**src/rtl/psle_pkg.sv**
```systemverilog
`timescale 1ns / 1ps
// ----------------------------------------------------------------------------
// psle_pkg
// Types, scan codes and keymap tables for the scancode line editor.
// ----------------------------------------------------------------------------
package psle_pkg;

  localparam logic [7:0] CODE_CAPS        = 8'h3A;
  localparam logic [7:0] CODE_SHIFT_MAKE  = 8'h2A;
  localparam logic [7:0] CODE_SHIFT_BREAK = 8'hAA;
  localparam logic [7:0] CODE_ENTER       = 8'h1C;
  localparam logic [7:0] CODE_BACKSPACE   = 8'h0E;
  localparam logic [7:0] CODE_RELEASE     = 8'h80;
  localparam logic [7:0] MAP_SIZE         = 8'd58;

  localparam int MAP_ENTRIES = 64;

  typedef enum logic [1:0] {
    KIND_ECHO      = 2'd0,
    KIND_BACKSPACE = 2'd1,
    KIND_LINE      = 2'd2,
    KIND_EMPTY     = 2'd3
  } kind_t;

  typedef enum logic {
    ST_IDLE = 1'b0,
    ST_READ = 1'b1
  } state_t;

  // set-1 make codes to ascii, entries past the keymap read as '?'
  localparam logic [6:0] MAP_LOWER [MAP_ENTRIES] = '{
    7'h3F, 7'h3F, 7'h31, 7'h32, 7'h33, 7'h34, 7'h35, 7'h36,
    7'h37, 7'h38, 7'h39, 7'h30, 7'h2D, 7'h3D, 7'h3F, 7'h3F,
    7'h71, 7'h77, 7'h65, 7'h72, 7'h74, 7'h79, 7'h75, 7'h69,
    7'h6F, 7'h70, 7'h5B, 7'h5D, 7'h3F, 7'h3F, 7'h61, 7'h73,
    7'h64, 7'h66, 7'h67, 7'h68, 7'h6A, 7'h6B, 7'h6C, 7'h3B,
    7'h27, 7'h60, 7'h3F, 7'h5C, 7'h7A, 7'h78, 7'h63, 7'h76,
    7'h62, 7'h6E, 7'h6D, 7'h2C, 7'h2E, 7'h2F, 7'h3F, 7'h3F,
    7'h3F, 7'h20, 7'h3F, 7'h3F, 7'h3F, 7'h3F, 7'h3F, 7'h3F
  };

  localparam logic [6:0] MAP_UPPER [MAP_ENTRIES] = '{
    7'h3F, 7'h3F, 7'h21, 7'h22, 7'h23, 7'h24, 7'h25, 7'h26,
    7'h2F, 7'h28, 7'h29, 7'h3D, 7'h2D, 7'h3D, 7'h3F, 7'h3F,
    7'h51, 7'h57, 7'h45, 7'h52, 7'h54, 7'h59, 7'h55, 7'h49,
    7'h4F, 7'h50, 7'h5B, 7'h5D, 7'h3F, 7'h3F, 7'h41, 7'h53,
    7'h44, 7'h46, 7'h47, 7'h48, 7'h4A, 7'h4B, 7'h4C, 7'h3B,
    7'h27, 7'h60, 7'h3F, 7'h5C, 7'h5A, 7'h58, 7'h43, 7'h56,
    7'h42, 7'h4E, 7'h4D, 7'h2C, 7'h2E, 7'h2F, 7'h3F, 7'h3F,
    7'h3F, 7'h20, 7'h3F, 7'h3F, 7'h3F, 7'h3F, 7'h3F, 7'h3F
  };

endpackage

```
**src/rtl/ps2_scancode_line_editor.sv**
```systemverilog
`timescale 1ns / 1ps
// ----------------------------------------------------------------------------
// ps2_scancode_line_editor
// Set-1 scancode to ascii line editor with echo and line readout on enter.
// ----------------------------------------------------------------------------
// A keystroke result is registered in the cycle after its transfer.
// Throughput: one keystroke per cycle while the result register drains.
// Enter reads the line store one character per cycle while results are taken
// (registered read, prefetched).
// Reset: synchronous active-low rst_n clears case flag, fill count and control;
// the line store itself is not cleared, only entries below the fill are read.
module ps2_scancode_line_editor
  import psle_pkg::*;
#(
  parameter int LINE_DEPTH = 64
) (
  input  logic       clk,
  input  logic       rst_n,
  input  logic       in_valid,
  output logic       in_ready,
  input  logic [7:0] in_scan_code,
  output logic       out_valid,
  input  logic       out_ready,
  output logic [1:0] out_kind,
  output logic [6:0] out_character,
  output logic       out_last
);

  localparam int ADDR_W = $clog2(LINE_DEPTH);
  localparam int FILL_W = $clog2(LINE_DEPTH + 1);
  localparam logic [FILL_W-1:0] FILL_FULL = FILL_W'(LINE_DEPTH);

  logic [6:0] mem [LINE_DEPTH];

  state_t            state_r, state_nxt;
  logic              upper_r, upper_nxt;
  logic [FILL_W-1:0] fill_r, fill_nxt;
  logic [FILL_W-1:0] rd_idx_r, rd_idx_nxt;
  logic              pend_r, pend_nxt;
  logic              rd_last_r, rd_last_nxt;
  logic [6:0]        rd_data_r;

  logic              out_valid_r, out_valid_nxt;
  kind_t             out_kind_r, out_kind_nxt;
  logic [6:0]        out_char_r, out_char_nxt;
  logic              out_last_r, out_last_nxt;

  logic              mem_we, mem_re;
  logic [ADDR_W-1:0] mem_waddr, mem_raddr;
  logic [6:0]        mem_wdata;

  logic              slot_free, accept, consume, issue;
  logic [6:0]        map_ch;

  assign slot_free = !out_valid_r || out_ready;
  assign in_ready  = (state_r == ST_IDLE) && slot_free;
  assign accept    = in_valid && in_ready;
  assign map_ch    = upper_r ? MAP_UPPER[in_scan_code[5:0]] : MAP_LOWER[in_scan_code[5:0]];

  always_comb begin
    state_nxt     = state_r;
    upper_nxt     = upper_r;
    fill_nxt      = fill_r;
    rd_idx_nxt    = rd_idx_r;
    pend_nxt      = pend_r;
    rd_last_nxt   = rd_last_r;
    out_valid_nxt = out_valid_r && !out_ready;
    out_kind_nxt  = out_kind_r;
    out_char_nxt  = out_char_r;
    out_last_nxt  = out_last_r;
    mem_we        = 1'b0;
    mem_waddr     = fill_r[ADDR_W-1:0];
    mem_wdata     = map_ch;
    mem_re        = 1'b0;
    mem_raddr     = rd_idx_r[ADDR_W-1:0];
    consume       = 1'b0;
    issue         = 1'b0;

    case (state_r)
      ST_IDLE: begin
        if (accept) begin
          case (in_scan_code)
            CODE_CAPS:        upper_nxt = !upper_r;
            CODE_SHIFT_MAKE:  upper_nxt = 1'b1;
            CODE_SHIFT_BREAK: upper_nxt = 1'b0;
            CODE_BACKSPACE: begin
              if (fill_r != '0) begin
                fill_nxt      = fill_r - FILL_W'(1);
                out_valid_nxt = 1'b1;
                out_kind_nxt  = KIND_BACKSPACE;
                out_char_nxt  = '0;
                out_last_nxt  = 1'b1;
              end
            end
            CODE_ENTER: begin
              if (fill_r == '0) begin
                out_valid_nxt = 1'b1;
                out_kind_nxt  = KIND_EMPTY;
                out_char_nxt  = '0;
                out_last_nxt  = 1'b1;
              end else begin
                state_nxt  = ST_READ;
                rd_idx_nxt = '0;
                pend_nxt   = 1'b0;
              end
            end
            default: begin
              // release codes and codes past the keymap give nothing
              if ((in_scan_code & CODE_RELEASE) == '0 && in_scan_code < MAP_SIZE &&
                  fill_r != FILL_FULL) begin
                mem_we        = 1'b1;
                fill_nxt      = fill_r + FILL_W'(1);
                out_valid_nxt = 1'b1;
                out_kind_nxt  = KIND_ECHO;
                out_char_nxt  = map_ch;
                out_last_nxt  = 1'b1;
              end
            end
          endcase
        end
      end
      ST_READ: begin
        consume = pend_r && slot_free;
        issue   = (rd_idx_r < fill_r) && (!pend_r || consume);
        if (consume) begin
          pend_nxt      = 1'b0;
          out_valid_nxt = 1'b1;
          out_kind_nxt  = KIND_LINE;
          out_char_nxt  = rd_data_r;
          out_last_nxt  = rd_last_r;
          if (rd_last_r) begin
            state_nxt = ST_IDLE;
            fill_nxt  = '0;
          end
        end
        if (issue) begin
          // prefetch next stored character so readout keeps one per cycle while results are taken
          mem_re      = 1'b1;
          rd_idx_nxt  = rd_idx_r + FILL_W'(1);
          rd_last_nxt = (rd_idx_r + FILL_W'(1)) == fill_r;
          pend_nxt    = 1'b1;
        end
      end
      default: state_nxt = ST_IDLE;
    endcase
  end

  always_ff @(posedge clk) begin
    if (mem_we) begin
      mem[mem_waddr] <= mem_wdata;
    end
    if (mem_re) begin
      rd_data_r <= mem[mem_raddr];
    end
  end

  always_ff @(posedge clk) begin
    if (!rst_n) begin
      state_r     <= ST_IDLE;
      upper_r     <= 1'b0;
      fill_r      <= '0;
      pend_r      <= 1'b0;
      out_valid_r <= 1'b0;
    end else begin
      state_r     <= state_nxt;
      upper_r     <= upper_nxt;
      fill_r      <= fill_nxt;
      pend_r      <= pend_nxt;
      out_valid_r <= out_valid_nxt;
    end
  end

  always_ff @(posedge clk) begin
    rd_idx_r   <= rd_idx_nxt;
    rd_last_r  <= rd_last_nxt;
    out_kind_r <= out_kind_nxt;
    out_char_r <= out_char_nxt;
    out_last_r <= out_last_nxt;
  end

  assign out_valid     = out_valid_r;
  assign out_kind      = out_kind_r;
  assign out_character = out_char_r;
  assign out_last      = out_last_r;

endmodule

```
**config.mk**
```make
export PLATFORM = sky130hd
export DESIGN_NAME = ps2_scancode_line_editor
export DESIGN_NICKNAME = d
export VERILOG_FILES = /design/src/rtl/psle_pkg.sv /design/src/rtl/ps2_scancode_line_editor.sv
export SDC_FILE = /design/constraint.sdc
export NUM_CORES = 1
export LEC_CHECK = 0
export BUFFER_PORTS_ARGS = -buffer_cell sky130_fd_sc_hd__buf_2
export CORE_UTILIZATION = 35
export CTS_CLUSTER_SIZE = 40
export DETAILED_ROUTE_END_ITERATION = 12
export PLACE_DENSITY = 0.59
export SLEW_MARGIN = 20
export SYNTH_ARGS = -nofsm -noshare
export SYNTH_HDL_FRONTEND = slang
export SYNTH_SLANG_ARGS = --single-unit
```
**constraint.sdc**
```tcl
create_clock -name clk -period 9.83 [get_ports clk]
set_input_delay 1.966 -clock clk [delete_from_list [all_inputs] [get_ports clk]]
set_output_delay 1.966 -clock clk [all_outputs]
set_load 0.02 [all_outputs]
```
# Yosys cells after proc, flatten, opt, wreduce, memory -nomap -nowiden

Memory sizes are Yosys's and may differ from the RTL's. A register that Yosys moved wholly into a read port is not among the register bits.
Cells that the tools add are included.

Register bits: 29
Bits in latches: 0
Memory bits (writable): 448
Bits in read-only memories: 896
Input port bits: 12
Output and inout bits: 12
Logic and storage cells: 133
Memories: 3

Memories:

| name            | depth | bits a word | rd ports | clocked after memory_dff | wr ports | RTL line                       | text |
|---|---|---|---|---|---|---|---|
| (no name shown) | 64    | 7           | 1        | 0                        | 0        | ps2_scancode_line_editor.sv:58 | `assign map_ch = upper_r ? MAP_UPPER[in_scan_code[5:0]] : MAP_LOWER[in_scan_code[5:0]];` |
| (no name shown) | 64    | 7           | 1        | 0                        | 0        | ps2_scancode_line_editor.sv:58 |  |
| mem             | 64    | 7           | 1        | 1                        | 1        | ps2_scancode_line_editor.sv:33 | `logic [6:0] mem [LINE_DEPTH];` |

$add $sub $neg: 3
Multiply operators: 0
Divide/modulo/power cells: 0
Magnitude comparators: 3
Equality and inequality tests: 20
Shift-type cells: 0
Mux-type cells: 66
Bitwise gates (word level): 2
Reductions and logical operators: 26

Operators by type and width:

| kind                                                                          | number |
|---|---|
| 7-bit two-way mux                                                             | 19 |
| 7-bit case mux with 2 select lines                                            | 4 |
| 1-bit two-way mux                                                             | 28 |
| 7-bit case mux with 3 select lines                                            | 1 |
| 8-bit by 6-bit equality test with 1-bit output (second input constant)        | 2 |
| 7-bit by 1-bit adder with 7-bit output (second input constant)                | 2 |
| 6-bit AND reduction                                                           | 2 |
| 2-bit two-way mux                                                             | 5 |
| 1-bit case mux with 3 select lines                                            | 3 |
| 8-bit by 4-bit equality test with 1-bit output (second input constant)        | 1 |
| 8-bit by 5-bit equality test with 1-bit output (second input constant)        | 1 |
| 8-bit equality test (second input constant)                                   | 1 |
| 8-bit zero test                                                               | 1 |
| 8-bit by 6-bit less-than comparator with 1-bit output (second input constant) | 1 |
| 2-bit by 1-bit != test with 1-bit output (second input constant)              | 4 |
| 2-bit != test (second input constant)                                         | 4 |
| 1-bit case mux with 2 select lines                                            | 4 |
| 4-bit AND reduction                                                           | 2 |
| 7-bit equality test                                                           | 1 |
| 7-bit greater-or-equal comparator (second input constant)                     | 1 |
| 1-bit logical AND                                                             | 7 |
| 7-bit zero test                                                               | 1 |
| 7-bit less-than comparator                                                    | 1 |
| 7-bit != test (second input constant)                                         | 1 |
| 17 further kinds                                                              | 23 |

# Longest topological paths before layout

Gate-level depths: netlist of the first run.

Word-level depth: 9
Depth in mapped cells: 13
Depth with buffers taken out: 12

# Least setup slack after synthesis of the first run

Ideal clock, no wire load.

Path kind: input-to-reg
Start point: input in_scan_code[1]
End point: memory mem[0][2] (data pin)
Library setup time: 0.734 ns
Arrival: 6.009 ns
Required time: 9.096 ns
Path slack: 3.087 ns
Stages on the path: 7
Path buffers: 1
Path through: clkbuf_1 inv_1 ha_1 inv_1 mux4_2 o2111ai_1 a21boi_0

Word-level cells in the longest chain between the ends: 5
Elaborated cells between the ends (all ways): 8
Classes of those cells: mux (5); bitwise (1); memory (2)

RTL lines:

| what                                                     | RTL line                       | text |
|---|---|---|
| from (decl)                                              | ps2_scancode_line_editor.sv:21 | `input logic [7:0] in_scan_code,` |
| 6-bit inverter with 7-bit output (not written as such) * | ps2_scancode_line_editor.sv:58 |  |
| memory 64 x 7 bit                                        | -                              |  |
| 7-bit two-way mux (not written as such) (2 in series)    | ps2_scancode_line_editor.sv:58 |  |
| 7-bit two-way mux *                                      | ps2_scancode_line_editor.sv:58 |  |
| named net map_ch[2]                                      | ps2_scancode_line_editor.sv:53 | `logic [6:0] map_ch;` |
| to (decl)                                                | ps2_scancode_line_editor.sv:33 |  |

The timed path passes the listed nets; every way through them passes the cells marked *. The select of a mux whose other input is x is not followed.

# Final worst setup path of the first run

Start point: input in_scan_code[0]
End point: memory mem[1][1] (enable)

Word-level cells in the longest chain between the ends: 9
Elaborated cells between the ends (all ways): 15
Classes of those cells: order compare (1); eq/ne (5); mux (6); reduce/logical (3)

RTL lines:

| what                                                  | RTL line                        | text |
|---|---|---|
| 8-bit by 6-bit less-than comparator with 1-bit output | ps2_scancode_line_editor.sv:109 | `if ((in_scan_code & CODE_RELEASE) == '0 && in_scan_code < MAP_SIZE &&` |
| 1-bit logical AND (2 in series)                       | ps2_scancode_line_editor.sv:109 |  |
| 1-bit two-way mux                                     | ps2_scancode_line_editor.sv:109 |  |
| 1-bit two-way mux *                                   | ps2_scancode_line_editor.sv:82  | `case (in_scan_code)` |
| 1-bit two-way mux *                                   | ps2_scancode_line_editor.sv:81  | `if (accept) begin` |
| 1-bit two-way mux *                                   | ps2_scancode_line_editor.sv:79  | `case (state_r)` |
| 1-bit two-way mux *                                   | ps2_scancode_line_editor.sv:149 | `if (mem_we) begin` |
| 1-bit two-way mux (not written as such) *             | ps2_scancode_line_editor.sv:150 | `mem[mem_waddr] <= mem_wdata;` |

Mark *: on every way between the ends. The rest lies on a longest branch, timed or not.

==> implementation parameters, run 1 <==
Parameter                              Value

Outcome
  Run status ... finished, final reports clean

Clock network
  Clock transition time at the flip-flop clock pins of the worst setup and hold paths ... approximately 0.07 ns
  Total clock sinks ... about 480
  Num CTS Buffers ... 49
  Clk Tree Root Cell ... sky130_fd_sc_hd__clkbuf_16
  Count of buffers added by post-CTS timing repair for setup ... 0
  TritonCTS clock tree ... done
  Number of gates resized after cts ... 0
  Longest Clk Path Bufs ... 3
  Number of hold-repair buffers added at the cts stage ... 0
  Clock Latency Late Sink ... around 0.60 ns
  H-tree Lvls ... 2

Synth
  Average footprint of a synthesized cell ... roughly 18 sq um
  Synth Net Count ... between 1,000 and 1,500
  Synthesized area ... ~20,000 sq um
  Most frequent cell after synthesis ... sky130_fd_sc_hd__edfxtp_1
  Post-synth top area cell ... sky130_fd_sc_hd__edfxtp_1
  Sequential fraction of the synthesis area ... 0.715
  Post-synthesis async set-or-reset flop share ... 0
  Number of different library cells in the post-synthesis netlist ... 60
  Most numerous cell types in the synthesized netlist ... 473 x sky130_fd_sc_hd__edfxtp_1, 123 x sky130_fd_sc_hd__mux4_2, 87 x sky130_fd_sc_hd__nor2_1
  Post-synth top area share ... 0.704
  Number of flops mapped to enable cells by yosys ... between 400 and 500
  Primary flip-flop cell chosen by synthesis mapping ... sky130_fd_sc_hd__edfxtp_1
  Yosys warning total ... 0
  Biggest area contributors in the synthesized netlist ... sky130_fd_sc_hd__edfxtp_1 70%, sky130_fd_sc_hd__mux4_2 14%, sky130_fd_sc_hd__nor2_1 1.6%
  Synthesized instance count ... between 1,000 and 1,500
  Register bit total from synthesis ... approximately 480

Setup path
  Worst R2R Setup Slack ... about 6 ns
  Category of the worst setup path capture point ... flip-flop
  Type of the worst setup path ... in2reg
  Reg2Reg Launch Point ... fill_r[0]
  Reg-to-reg critical path endpoint ... mem[1][1]
  Maximum net fanout on the critical path ... 11
  Worst Setup Start Kind ... input port
  Count of cells along the worst register-to-register path ... 5
  Crit path DAT ... 5.37 ns
  Required @ worst endpoint ... ~10 ns

Detailed routing
  Aggregate routed wire length ... about 48,000 um
  Average via count per standard cell ... about 5.5
  Routed len/inst ... around 25 um
  Remaining DRCs ... 0
  Pre-antenna DRT Iters ... 7
  Count of nets left with antenna violations after detail routing ... 0
  Via count ... between 10,000 and 15,000
  First DRT Iteration DRCs ... approximately 1,100

STA
  Final number of max-transition violations ... 0
  Setup repair after global routing missed its margin ... no
  Min Clock Period, post-route ... 5.16 ns
  Slew headroom ... 0.308
  Maximum clock frequency ... 0.194 GHz
  Ratio of final minimum period to clock period ... 0.525
  Hold violation total from the final report ... 0
  Number of failing setup endpoints in the final timing report ... 0
  Setup TNS Final ... 0 ns
  Worst setup skew after layout ... 0.0263 ns
  Slew @ Worst Pin ... ~1.0 ns

Floorplanning
  Placeable core region ... 56,700 sq um
  Placement row count ... 87
  Die Outline Area ... around 59,000 sq um
  IO Pins ... 24
  Floorplan die width ... ~240 um
  Chip height ... ~240 um
  Starting utilization of the core area ... 0.356

Pwr
  Leakage component of the power ... around 7 nW
  Total Power Consumption ... roughly 4.3 mW
  Cell area power density ... ~190 nW/um^2
  Worst vdd rail ir drop ... roughly 0.12 mV

Placement
  # port buffers ... 23
  Global placer's final weighted congestion ... between 0.8 and 0.9
  Placed inst area ... 21,100 sq um
  Dpl hpwl ... between 20,000 and 30,000 um

Worst hold path
  Number of cells on the worst hold path ... 2
  Type of the most critical hold path ... reg2reg
  Destination of the worst hold path ... pend_r
  Worst min-delay path startpoint ... pend_r

Final layout
  Fraction of final layout cells with drive strength greater than 1 ... 0.215
  Area of combinational cells with multiple inputs ... 5460 sq um
  Antenna Diode Count ... 0
  Signed area change from the synthesized netlist to the final layout ... 12.6%
  FILL cells ... ~5,000
  FF/Latch Area ... 14,400 sq um
  NumNets Final ... ~1,200
  Final Instance Area ... between 20,000 and 25,000 sq um

Global route
  Grt total ovfl ... 0
  Global-route wire length before repair ... between 70,000 and 80,000 um
  Overall Global Routing Usage ... 0.165
  Vias in the first global route ... 10,600
  Number of antenna violations at the first check in global routing ... 1
  Maximum number of pins on one net before global-route repair ... between 100 and 150

Flow run
  Count of maximum capacitance violations ... 0
## cell families (layout without fill, tap and decap cells)
family | Yosys count | in the layout | share of synthesized area
xor+xnor | 15 | 15 | 0.00651
flops | 484 | 484 | 0.715
fa+ha+maj | 22 | 22 | 0.0140
compound gates | 142 | 142 | 0.0483
mux | 142 | 142 | 0.147
simple gates | 224 | 224 | 0.0526
buf+inv | 79 | 147 | 0.0160
## metal layers
metal	GRT usage	up-vias	part of all wire	wire length [um]
li1	-	4571	-	-
met1	0.233	5540	0.44	21200
met2	0.259	340	0.47	22700
met3	0.0288	80	0.059	2810
met4	0.0516	2	0.025	1200
met5	0	-	0.00023	11
## sequential cells by signal, indices dropped and copies added (netlist names)
signal / count
out_last: 1
rd_data_r: 7
out_kind: 2
fill_r: 7
rd_last_r: 1
pend_r: 1
state_r: 1
mem: 448
rd_idx_r: 7
upper_r: 1
out_character: 7
out_valid: 1
## worst max-delay path, cell delays in order
cell and delay [ns]:
sky130_fd_sc_hd__buf_2 0.20, sky130_fd_sc_hd__inv_1 0.12, sky130_fd_sc_hd__ha_1 0.27, sky130_fd_sc_hd__nand2b_1 0.11, sky130_fd_sc_hd__or4_4 0.14, sky130_fd_sc_hd__inv_1 0.16, sky130_fd_sc_hd__nor2_1 0.18, sky130_fd_sc_hd__nor4b_4 0.47
sky130_fd_sc_hd__nand4_1 0.89, sky130_fd_sc_hd__nor2_1 0.85
## final cells by class
type / count / area share
multi-input combinational: 545 / 0.241
timing repair buffer: 37 / 0.0103
clock inverter: 37 / 0.0142
tap: 756 / 0.0417
inverter: 19 / 0.00314
clock buffer: 54 / 0.0548
sequential: 484 / 0.635
## cell usage in the layout (no fill, tap or decap), types with 21 or more instances in the layout
cell type                   netlist  layout
sky130_fd_sc_hd__buf_2           15      23
sky130_fd_sc_hd__ha_1            21      21
sky130_fd_sc_hd__a22oi_1         21      21
sky130_fd_sc_hd__mux4_2         123     122
sky130_fd_sc_hd__nor2_1          87      87
sky130_fd_sc_hd__o21ai_0         23      22
sky130_fd_sc_hd__clkbuf_16        0      49
sky130_fd_sc_hd__edfxtp_1       473     473
sky130_fd_sc_hd__a21oi_1         26      26
sky130_fd_sc_hd__nand2_1         56      56
## where the power goes
part           internal, mW  switching (mW)  total [mW]
combinational        0.0291           0.120       0.150
sequential             2.30         0.00203        2.31
clock                  1.05           0.784        1.83
total                  3.38           0.906        4.29
## worst max-delay path by stage
stage / from / endpoint / depth (start not counted)
after floorplan: in_scan_code[1] / mem[0][2] / 7
after global placement: in_scan_code[0] / mem[19][6] / 10
after detailed placement: in_scan_code[0] / mem[43][2] / 10
after CTS: in_scan_code[0] / mem[43][1] / 10
after global routing: in_scan_code[0] / mem[1][6] / 10
final: in_scan_code[0] / mem[1][1] / 10
## through the flow
stage	hold WS [ns]	utilization	setup slack, ns	instances
2_1_floorplan	0.487	-	3.09	1108
5_1_grt	0.547	0.400	4.52	1932
4_1_cts	0.522	0.400	4.75	1932
6_report	0.520	0.400	4.67	1932
3_3_place_gp	0.506	0.373	4.22	1841
3_5_place_dp	0.512	0.373	4.12	1841
Power figures use the tool's default switching activity.
==> inputs of run 2 (changes only) <==
--- a/config.mk
+++ b/config.mk
@@ -5,11 +5,12 @@
 export SDC_FILE = /design/constraint.sdc
 export NUM_CORES = 1
 export LEC_CHECK = 0
+export ABC_AREA = 1
 export BUFFER_PORTS_ARGS = -buffer_cell sky130_fd_sc_hd__buf_2
 export CORE_UTILIZATION = 35
 export CTS_CLUSTER_SIZE = 40
 export DETAILED_ROUTE_END_ITERATION = 12
-export PLACE_DENSITY = 0.59
+export PLACE_DENSITY = 0.61
 export SLEW_MARGIN = 20
 export SYNTH_ARGS = -nofsm -noshare
 export SYNTH_HDL_FRONTEND = slang
==> constraint.sdc (replaced) <==
create_clock -name clk -period 4.5 [get_ports clk]
set_input_delay 0.9 -clock clk [delete_from_list [all_inputs] [get_ports clk]]
set_output_delay 0.9 -clock clk [all_outputs]
set_load 0.02 [all_outputs]
==> run 2 against run 1 <==
The flow now finishes with violations (DRC). Sequential power grew 120%. Combinational power grew to 2.8 times the previous value. Area after synthesis grew 4.4%. Critical path depth shrank 1. Sequential share of layout area shrank 2.7 points.
==> implementation parameters, run 2 <==
Parameter                              Value

Outcome
  Run status ... complete, but fails checks
  Violations in the final reports ... DRC

Detailed routing
  Routed len/inst ... 19.6 um (-21%)
  First DRT Iteration DRCs ... 1,527 (+39%)
  Count of nets left with antenna violations after detail routing ... 0 (unchanged)
  Average via count per standard cell ... 5.22 (-4.3%)
  Aggregate routed wire length ... 54,600 um (+14%)
  Remaining DRCs ... 8 (+8)
  Via count ... 14,500 (+38%)
  Pre-antenna DRT Iters ... 10 (+3)

Setup path
  Slowest stage cell, crit path ... sky130_fd_sc_hd__nor2_4
  Required @ worst endpoint ... 4.96 ns (-5.08 ns)
  Critical path buffers and inverters ... 2 (-1)
  Worst Setup Start Kind ... flip-flop
  Delay of the slowest cell on the worst path ... 1.14 ns (+0.25 ns)
  CP most frequent cell ... sky130_fd_sc_hd__nand2_1
  Critical Path, Cell by Cell ... clkinv_2 > nor2_4 > buf_4 > a21oi_1 > o211ai_1 > nand3_1 > nand2_1 > nand2_1 > nand2_1
  Crit path DAT ... 4.01 ns (-1.36 ns)
  Type of the worst setup path ... reg2reg
  Category of the worst setup path capture point ... flip-flop
  Category of cells accounting for the largest share of critical-path delay ... simple AND/OR/NAND/NOR gates
  Maximum net fanout on the critical path ... 57 (+46)

Synth
  Most numerous cell types in the synthesized netlist ... 690 x sky130_fd_sc_hd__nand2_1, 473 x sky130_fd_sc_hd__edfxtp_1, 259 x sky130_fd_sc_hd__nand3_1
  Post-synth top area cell ... sky130_fd_sc_hd__edfxtp_1
  Post-synth top area share ... 0.675 (-0.0294)
  Most frequent cell after synthesis ... sky130_fd_sc_hd__nand2_1
  Average footprint of a synthesized cell ... 10.8 sq um (-41%)
  Sequential fraction of the synthesis area ... 0.685 (-0.0298)
  Synthesized area ... 21,000 sq um (+4.4%)
  Biggest area contributors in the synthesized netlist ... sky130_fd_sc_hd__edfxtp_1 67%, sky130_fd_sc_hd__nand2_1 12%, sky130_fd_sc_hd__nand3_1 6.2%
  Number of different library cells in the post-synthesis netlist ... 38 (-37%)
  Synthesized instance count ... 1,954 (+76%)
  Post-synthesis async set-or-reset flop share ... 0 (unchanged)
  Register bit total from synthesis ... 484 (unchanged)
  Yosys warning total ... 0 (unchanged)
  Number of flops mapped to enable cells by yosys ... 473 (unchanged)
  Synth Net Count ... 1,988 (+74%)
  Primary flip-flop cell chosen by synthesis mapping ... sky130_fd_sc_hd__edfxtp_1

Pwr
  Leakage component of the power ... 8.62 nW (+24%)
  Cell area power density ... 401 nW/um^2 (+110%)
  Worst vdd rail ir drop ... 0.249 mV (+110%)

Clock network
  TritonCTS clock tree ... done
  Count of buffers added by post-CTS timing repair for setup ... 0 (unchanged)
  Longest Clk Path Bufs ... 3 (unchanged)
  Clock Latency Late Sink ... 0.60 ns (about the same)
  H-tree Lvls ... 2 (unchanged)
  Clk Tree Root Cell ... sky130_fd_sc_hd__clkbuf_16
  Number of hold-repair buffers added at the cts stage ... 0 (unchanged)
  Total clock sinks ... 484 (unchanged)
  Clock transition time at the flip-flop clock pins of the worst setup and hold paths ... 0.06 ns (about the same)
  Number of gates resized after cts ... 0 (unchanged)
  Num CTS Buffers ... 51 (+4.1%)

Final layout
  Most frequent standard cell in the layout excluding fill and tap cells ... sky130_fd_sc_hd__nand2_1
  NumNets Final ... 1,997 (+71%)
  Fraction of final layout cells with drive strength greater than 1 ... 0.0808 (-0.134)
  Flip-flop count of the largest register, all copies and words added ... 448 (unchanged)
  Utilization after layout ... 0.400 (about the same)
  Register name with the most flops ... mem
  Signed area change from the synthesized netlist to the final layout ... 12.7% (about the same)
  Top library cells by usage in the layout, fill and taps aside ... 690 x sky130_fd_sc_hd__nand2_1, 473 x sky130_fd_sc_hd__edfxtp_1, 258 x sky130_fd_sc_hd__nand3_1
  Antenna Diode Count ... 0 (unchanged)

STA
  Hold violation total from the final report ... 0 (unchanged)
  Number of failing setup endpoints in the final timing report ... 0 (unchanged)
  Ratio of final minimum period to clock period ... 0.790
  Hold WS ... 0.511 ns (-0.00974 ns)
  Maximum clock frequency ... roughly 0.28 GHz
  Slew @ Worst Pin ... 1.10 ns (+0.0638 ns)
  Setup TNS Final ... 0 ns (unchanged)
  Worst setup skew after layout ... 0.0334 ns (+0.00712 ns)
  Slew headroom ... 0.267 (-0.0413)
  Final number of max-transition violations ... 0 (unchanged)
  Min Clock Period, post-route ... ~3.6 ns
  Setup repair after global routing missed its margin ... no

Floorplanning
  IO Pins ... 24 (unchanged)
  Placement row count ... 89 (+2.3%)
  Die Outline Area ... 61,100 sq um (+4.3%)
  Starting utilization of the core area ... 0.355 (about the same)
  Placeable core region ... 59,200 sq um (+4.5%)
  Floorplan die width ... 247 um (+2.1%)
  Chip height ... 247 um (+2.1%)

Global route
  Global-route wire length before repair ... 83,400 um (+16%)
  Maximum number of pins on one net before global-route repair ... 227 (+92%)
  Vias in the first global route ... 14,400 (+35%)
  Number of antenna violations at the first check in global routing ... 0 (-1)
  Grt total ovfl ... 0 (unchanged)
  Overall Global Routing Usage ... 0.182 (+0.0172)

Flow run
  Count of maximum capacitance violations ... 0 (unchanged)

Placement
  Global placer's final weighted congestion ... 0.916 (+11%)
  # port buffers ... 23 (unchanged)
  Dpl hpwl ... 33,600 um (+18%)

Worst hold path
  Type of the most critical hold path ... reg2reg
[run 2: metrics by stage]
stage / area [sq um] / setup WS [ns] / power, mW / cells
5_1_grt: 23700 / 0.783 / 9.78 / 2778
4_1_cts: 23700 / 1.18 / 9.58 / 2778
2_1_floorplan: 21000 / 0.461 / 5.34 / 1954
3_3_place_gp: 22100 / 0.606 / 5.57 / 2683
6_report: 23700 / 0.946 / 9.50 / 2778
3_5_place_dp: 22100 / 0.524 / 5.57 / 2683
[run 2: worst register-to-register path: cells and delay by family, from the launching register on]
family,cells,cell delay (ns)
buffers and inverters,2,1.07
flip-flops,1,0.49
AND/OR/NAND/NOR,5,1.58
AO/OA/AOI/OAI,2,0.28
[run 2: path summary, 6_finish.rpt]
check / slack [ns] / end / from / cells after the start
setup / recovery: 0.95 / rd_data_r[3] / rd_idx_r[2] / 9
hold / removal: 0.51 / pend_r / pend_r / 2
setup reg to reg: 0.95 / rd_data_r[3] / rd_idx_r[2] / 9
hold reg to reg: 0.51 / pend_r / pend_r / 2
[run 2: logic make-up after synthesis]
kind of cell | Yosys count | synth area share
XOR/XNOR | 5 | 0.00208
AO/OA/AOI/OAI | 184 | 0.0523
adder cells (fa/ha/maj) | 22 | 0.0134
buffers and inverters | 159 | 0.0309
AND/OR/NAND/NOR | 1100 | 0.216
flip-flops | 484 | 0.685
[run 2: layout make-up]
cell class / count / area, sq um
multi-input cells: 1311 / 6010
well taps: 773 / 967
clock inverters: 41 / 329
inverters: 56 / 219
fillers: 5627 / 35500
repair buffers: 59 / 473
flip-flops and latches: 484 / 14400
clock buffers: 54 / 1290
[run 2: metal layers]
layer,up-vias,GRT usage,part of all wire
met5,-,0,0
met4,0,0.0693,0.035
met3,133,0.0305,0.077
met2,579,0.296,0.47
met1,6973,0.242,0.42
li1,6807,-,-
[run 2: report_power, final]
group / internal, mW / switching, mW / total (mW) / leakage (nW)
registers: 5.03 / 0.0124 / 5.05 / 4.35
clock network: 2.31 / 1.72 / 4.03 / 0.795
logic: 0.0900 / 0.336 / 0.426 / 3.48
total: 7.43 / 2.07 / 9.50 / 8.62
==> inputs of run 3 (changes only) <==
--- a/config.mk
+++ b/config.mk
@@ -10,7 +10,7 @@
 export CORE_UTILIZATION = 35
 export CTS_CLUSTER_SIZE = 40
 export DETAILED_ROUTE_END_ITERATION = 12
-export PLACE_DENSITY = 0.61
+export PLACE_DENSITY = 0.59
 export SLEW_MARGIN = 20
 export SYNTH_ARGS = -nofsm -noshare
 export SYNTH_HDL_FRONTEND = slang
==> constraint.sdc (replaced) <==
create_clock -name clk -period 3.5 [get_ports clk]
set_input_delay 0.7 -clock clk [delete_from_list [all_inputs] [get_ports clk]]
set_output_delay 0.7 -clock clk [all_outputs]
set_load 0.02 [all_outputs]
==> run 3 against run 2 <==
The run still ends with DRC left. Clock-buffer cell count up 11. Critical path depth rose by 2. Power is 28% higher. Final area grew 3.0%. Non-clock buffer count up 85. Worst hold slack worse by 0.064 ns. Clock skew decreased by 0.0050 ns. Final cell count increased by 2.8%. Via count grew 1.2%. Largest cell class unchanged.
==> implementation parameters, run 3 (synthesis results as in run 2) <==
Parameter                              Value

STA
  Slew @ Worst Pin ... 1.13 ns (+0.0340 ns)
  Hold WS ... 0.446 ns (-0.0643 ns)
  Maximum clock frequency ... 0.356 GHz (+27%)
  Ratio of final minimum period to clock period ... 0.803 (+0.0128)
  Final number of max-transition violations ... 0 (unchanged)
  Hold violation total from the final report ... 0 (unchanged)
  Worst setup skew after layout ... 0.0284 ns (-0.00502 ns)
  Slew headroom ... 0.244 (-0.0227)
  Number of failing setup endpoints in the final timing report ... 0 (unchanged)
  Setup repair after global routing missed its margin ... no
  Setup TNS Final ... 0 ns (unchanged)
  Min Clock Period, post-route ... 2.81 ns (-0.745 ns)

Floorplanning
  Chip height ... 247 um (unchanged)
  Die Outline Area ... 61,100 sq um (unchanged)
  Placeable core region ... 59,200 sq um (unchanged)
  Floorplan die width ... 247 um (unchanged)
  Starting utilization of the core area ... 0.355 (unchanged)
  IO Pins ... 24 (unchanged)
  Placement row count ... 89 (unchanged)

Clock network
  Clock transition time at the flip-flop clock pins of the worst setup and hold paths ... 0.06 ns (about the same)
  Longest Clk Path Bufs ... 3 (unchanged)
  Total clock sinks ... 484 (unchanged)
  Number of gates resized after cts ... 0 (unchanged)
  Num CTS Buffers ... 50 (-2.0%)
  Clk Tree Root Cell ... sky130_fd_sc_hd__clkbuf_16
  Clock Latency Late Sink ... 0.61 ns (about the same)
  TritonCTS clock tree ... done
  Count of buffers added by post-CTS timing repair for setup ... 0 (unchanged)
  Number of hold-repair buffers added at the cts stage ... 0 (unchanged)
  H-tree Lvls ... 2 (unchanged)

Flow run
  Count of maximum capacitance violations ... 0 (unchanged)

Detailed routing
  Pre-antenna DRT Iters ... 9 (-1)
  Routed len/inst ... 19.6 um (about the same)
  Remaining DRCs ... 2 (-6)
  Via count ... 14,700 (+1.2%)
  Average via count per standard cell ... 5.14 (-1.6%)
  Count of nets left with antenna violations after detail routing ... 0 (unchanged)
  First DRT Iteration DRCs ... 1,582 (+3.6%)
  Aggregate routed wire length ... 56,100 um (+2.8%)

Global route
  Vias in the first global route ... 14,800 (+3.3%)
  Maximum number of pins on one net before global-route repair ... 227 (unchanged)
  Overall Global Routing Usage ... 0.188 (+0.00607)
  Grt total ovfl ... 0 (unchanged)
  Number of antenna violations at the first check in global routing ... 0 (unchanged)
  Global-route wire length before repair ... 86,800 um (+4.1%)

Outcome
  Violations in the final reports ... DRC
  Run status ... complete, but fails checks

Pwr
  Cell area power density ... 499 nW/um^2 (+24%)
  Worst vdd rail ir drop ... 0.362 mV (+45%)
  Leakage component of the power ... 9.06 nW (+5.1%)

Placement
  Dpl hpwl ... 35,200 um (+4.6%)
  Global placer's final weighted congestion ... 0.876 (-4.4%)
  # port buffers ... 23 (unchanged)

Worst hold path
  Type of the most critical hold path ... in2reg
  Worst min-delay path startpoint ... rst_n
  Destination of the worst hold path ... fill_r[6]
  Number of cells on the worst hold path ... 3 (+1)

Setup path
  Category of the worst setup path capture point ... flip-flop
  Crit path DAT ... 3.13 ns (-0.88 ns)
  Worst Setup Start Kind ... flip-flop
  Critical Path, Cell by Cell ... inv_1 > nand2_1 > nor2_1 > nand2_1 > nand3_2 > nor2_1 > nand2_1 > nor2_4 > nand2_1 > nor2_1 > buf_4
  Type of the worst setup path ... reg2reg
  Count of cells along the worst register-to-register path ... 11 (+2)
  CP most frequent cell ... sky130_fd_sc_hd__nand2_1
  Reg2Reg Launch Point ... fill_r[0]
  Delay of the slowest cell on the worst path ... 0.56 ns (-0.58 ns)
  Reg-to-reg critical path endpoint ... mem[39][6]
  Worst R2R Setup Slack ... 0.69 ns (-0.26 ns)
  Required @ worst endpoint ... 3.82 ns (-1.14 ns)
  Maximum net fanout on the critical path ... 8 (-86%)
  Slowest stage cell, crit path ... sky130_fd_sc_hd__dfxtp_1

Final layout
  Top library cells by usage in the layout, fill and taps aside ... 690 x sky130_fd_sc_hd__nand2_1, 473 x sky130_fd_sc_hd__edfxtp_1, 258 x sky130_fd_sc_hd__nand3_1
  Antenna Diode Count ... 0 (unchanged)
  Most frequent standard cell in the layout excluding fill and tap cells ... sky130_fd_sc_hd__nand2_1
  Fraction of final layout cells with drive strength greater than 1 ... 0.112 (+0.0315)
  Signed area change from the synthesized netlist to the final layout ... 16.0%
  NumNets Final ... 2,081 (+4.2%)
  Flip-flop count of the largest register, all copies and words added ... 448 (unchanged)
  Register name with the most flops ... mem
## run 3: area by class of cell
cell class | count | area (sq um)
flip-flops and latches | 484 | 14400
fillers | 5612 | 34800
clock buffers | 65 | 1330
well taps | 773 | 967
repair buffers | 144 | 1240
multi-input cells | 1311 | 6010
inverters | 56 | 215
clock inverters | 24 | 239
## run 3: metal layers
layer	share of wire	global-route usage
met1	0.44	0.255
met3	0.061	0.0249
met4	0.038	0.0767
met2	0.46	0.304
met5	0	0
## run 3: stage by stage
| step | util | worst slack, ns | cells | total power, mW | area [sq um] |
|---|---|---|---|---|---|
| global placement | 0.386 | 0.243 | 2768 | 7.20 | 22900 |
| detailed placement | 0.386 | 0.271 | 2768 | 7.20 | 22900 |
| CTS | 0.412 | 0.699 | 2857 | 12.3 | 24400 |
| global route | 0.412 | 0.578 | 2857 | 12.5 | 24400 |
| floorplan | - | 0.0326 | 1954 | 6.86 | 21100 |
| finish | 0.412 | 0.691 | 2857 | 12.2 | 24400 |
## run 3: worst max-delay path by stage
stage                                from         end  slack, ns  cells after the start
after floorplan           in_scan_code[2]   mem[0][5]       0.03                     11
after global placement    in_scan_code[0]  mem[15][2]       0.24                     13
after detailed placement  in_scan_code[0]  mem[39][5]       0.27                     13
after CTS                       fill_r[0]  mem[39][6]       0.70                     11
after global routing            fill_r[0]  mem[39][3]       0.58                     11
final                           fill_r[0]  mem[39][6]       0.69                     11
## run 3: power breakdown
part / switching (mW) / total [mW] / internal, mW / leakage [nW]
clock network: 2.21 / 5.11 / 2.90 / 0.756
registers: 0.00778 / 6.48 / 6.47 / 4.35
logic: 0.448 / 0.597 / 0.149 / 3.96
## run 3: worst max-delay path: cells and delay by family, from the launching register on
kind / cells / cell delay (ns)
buffers and inverters: 2 / 0.44
flip-flops: 1 / 0.56
AND/OR/NAND/NOR: 9 / 1.52
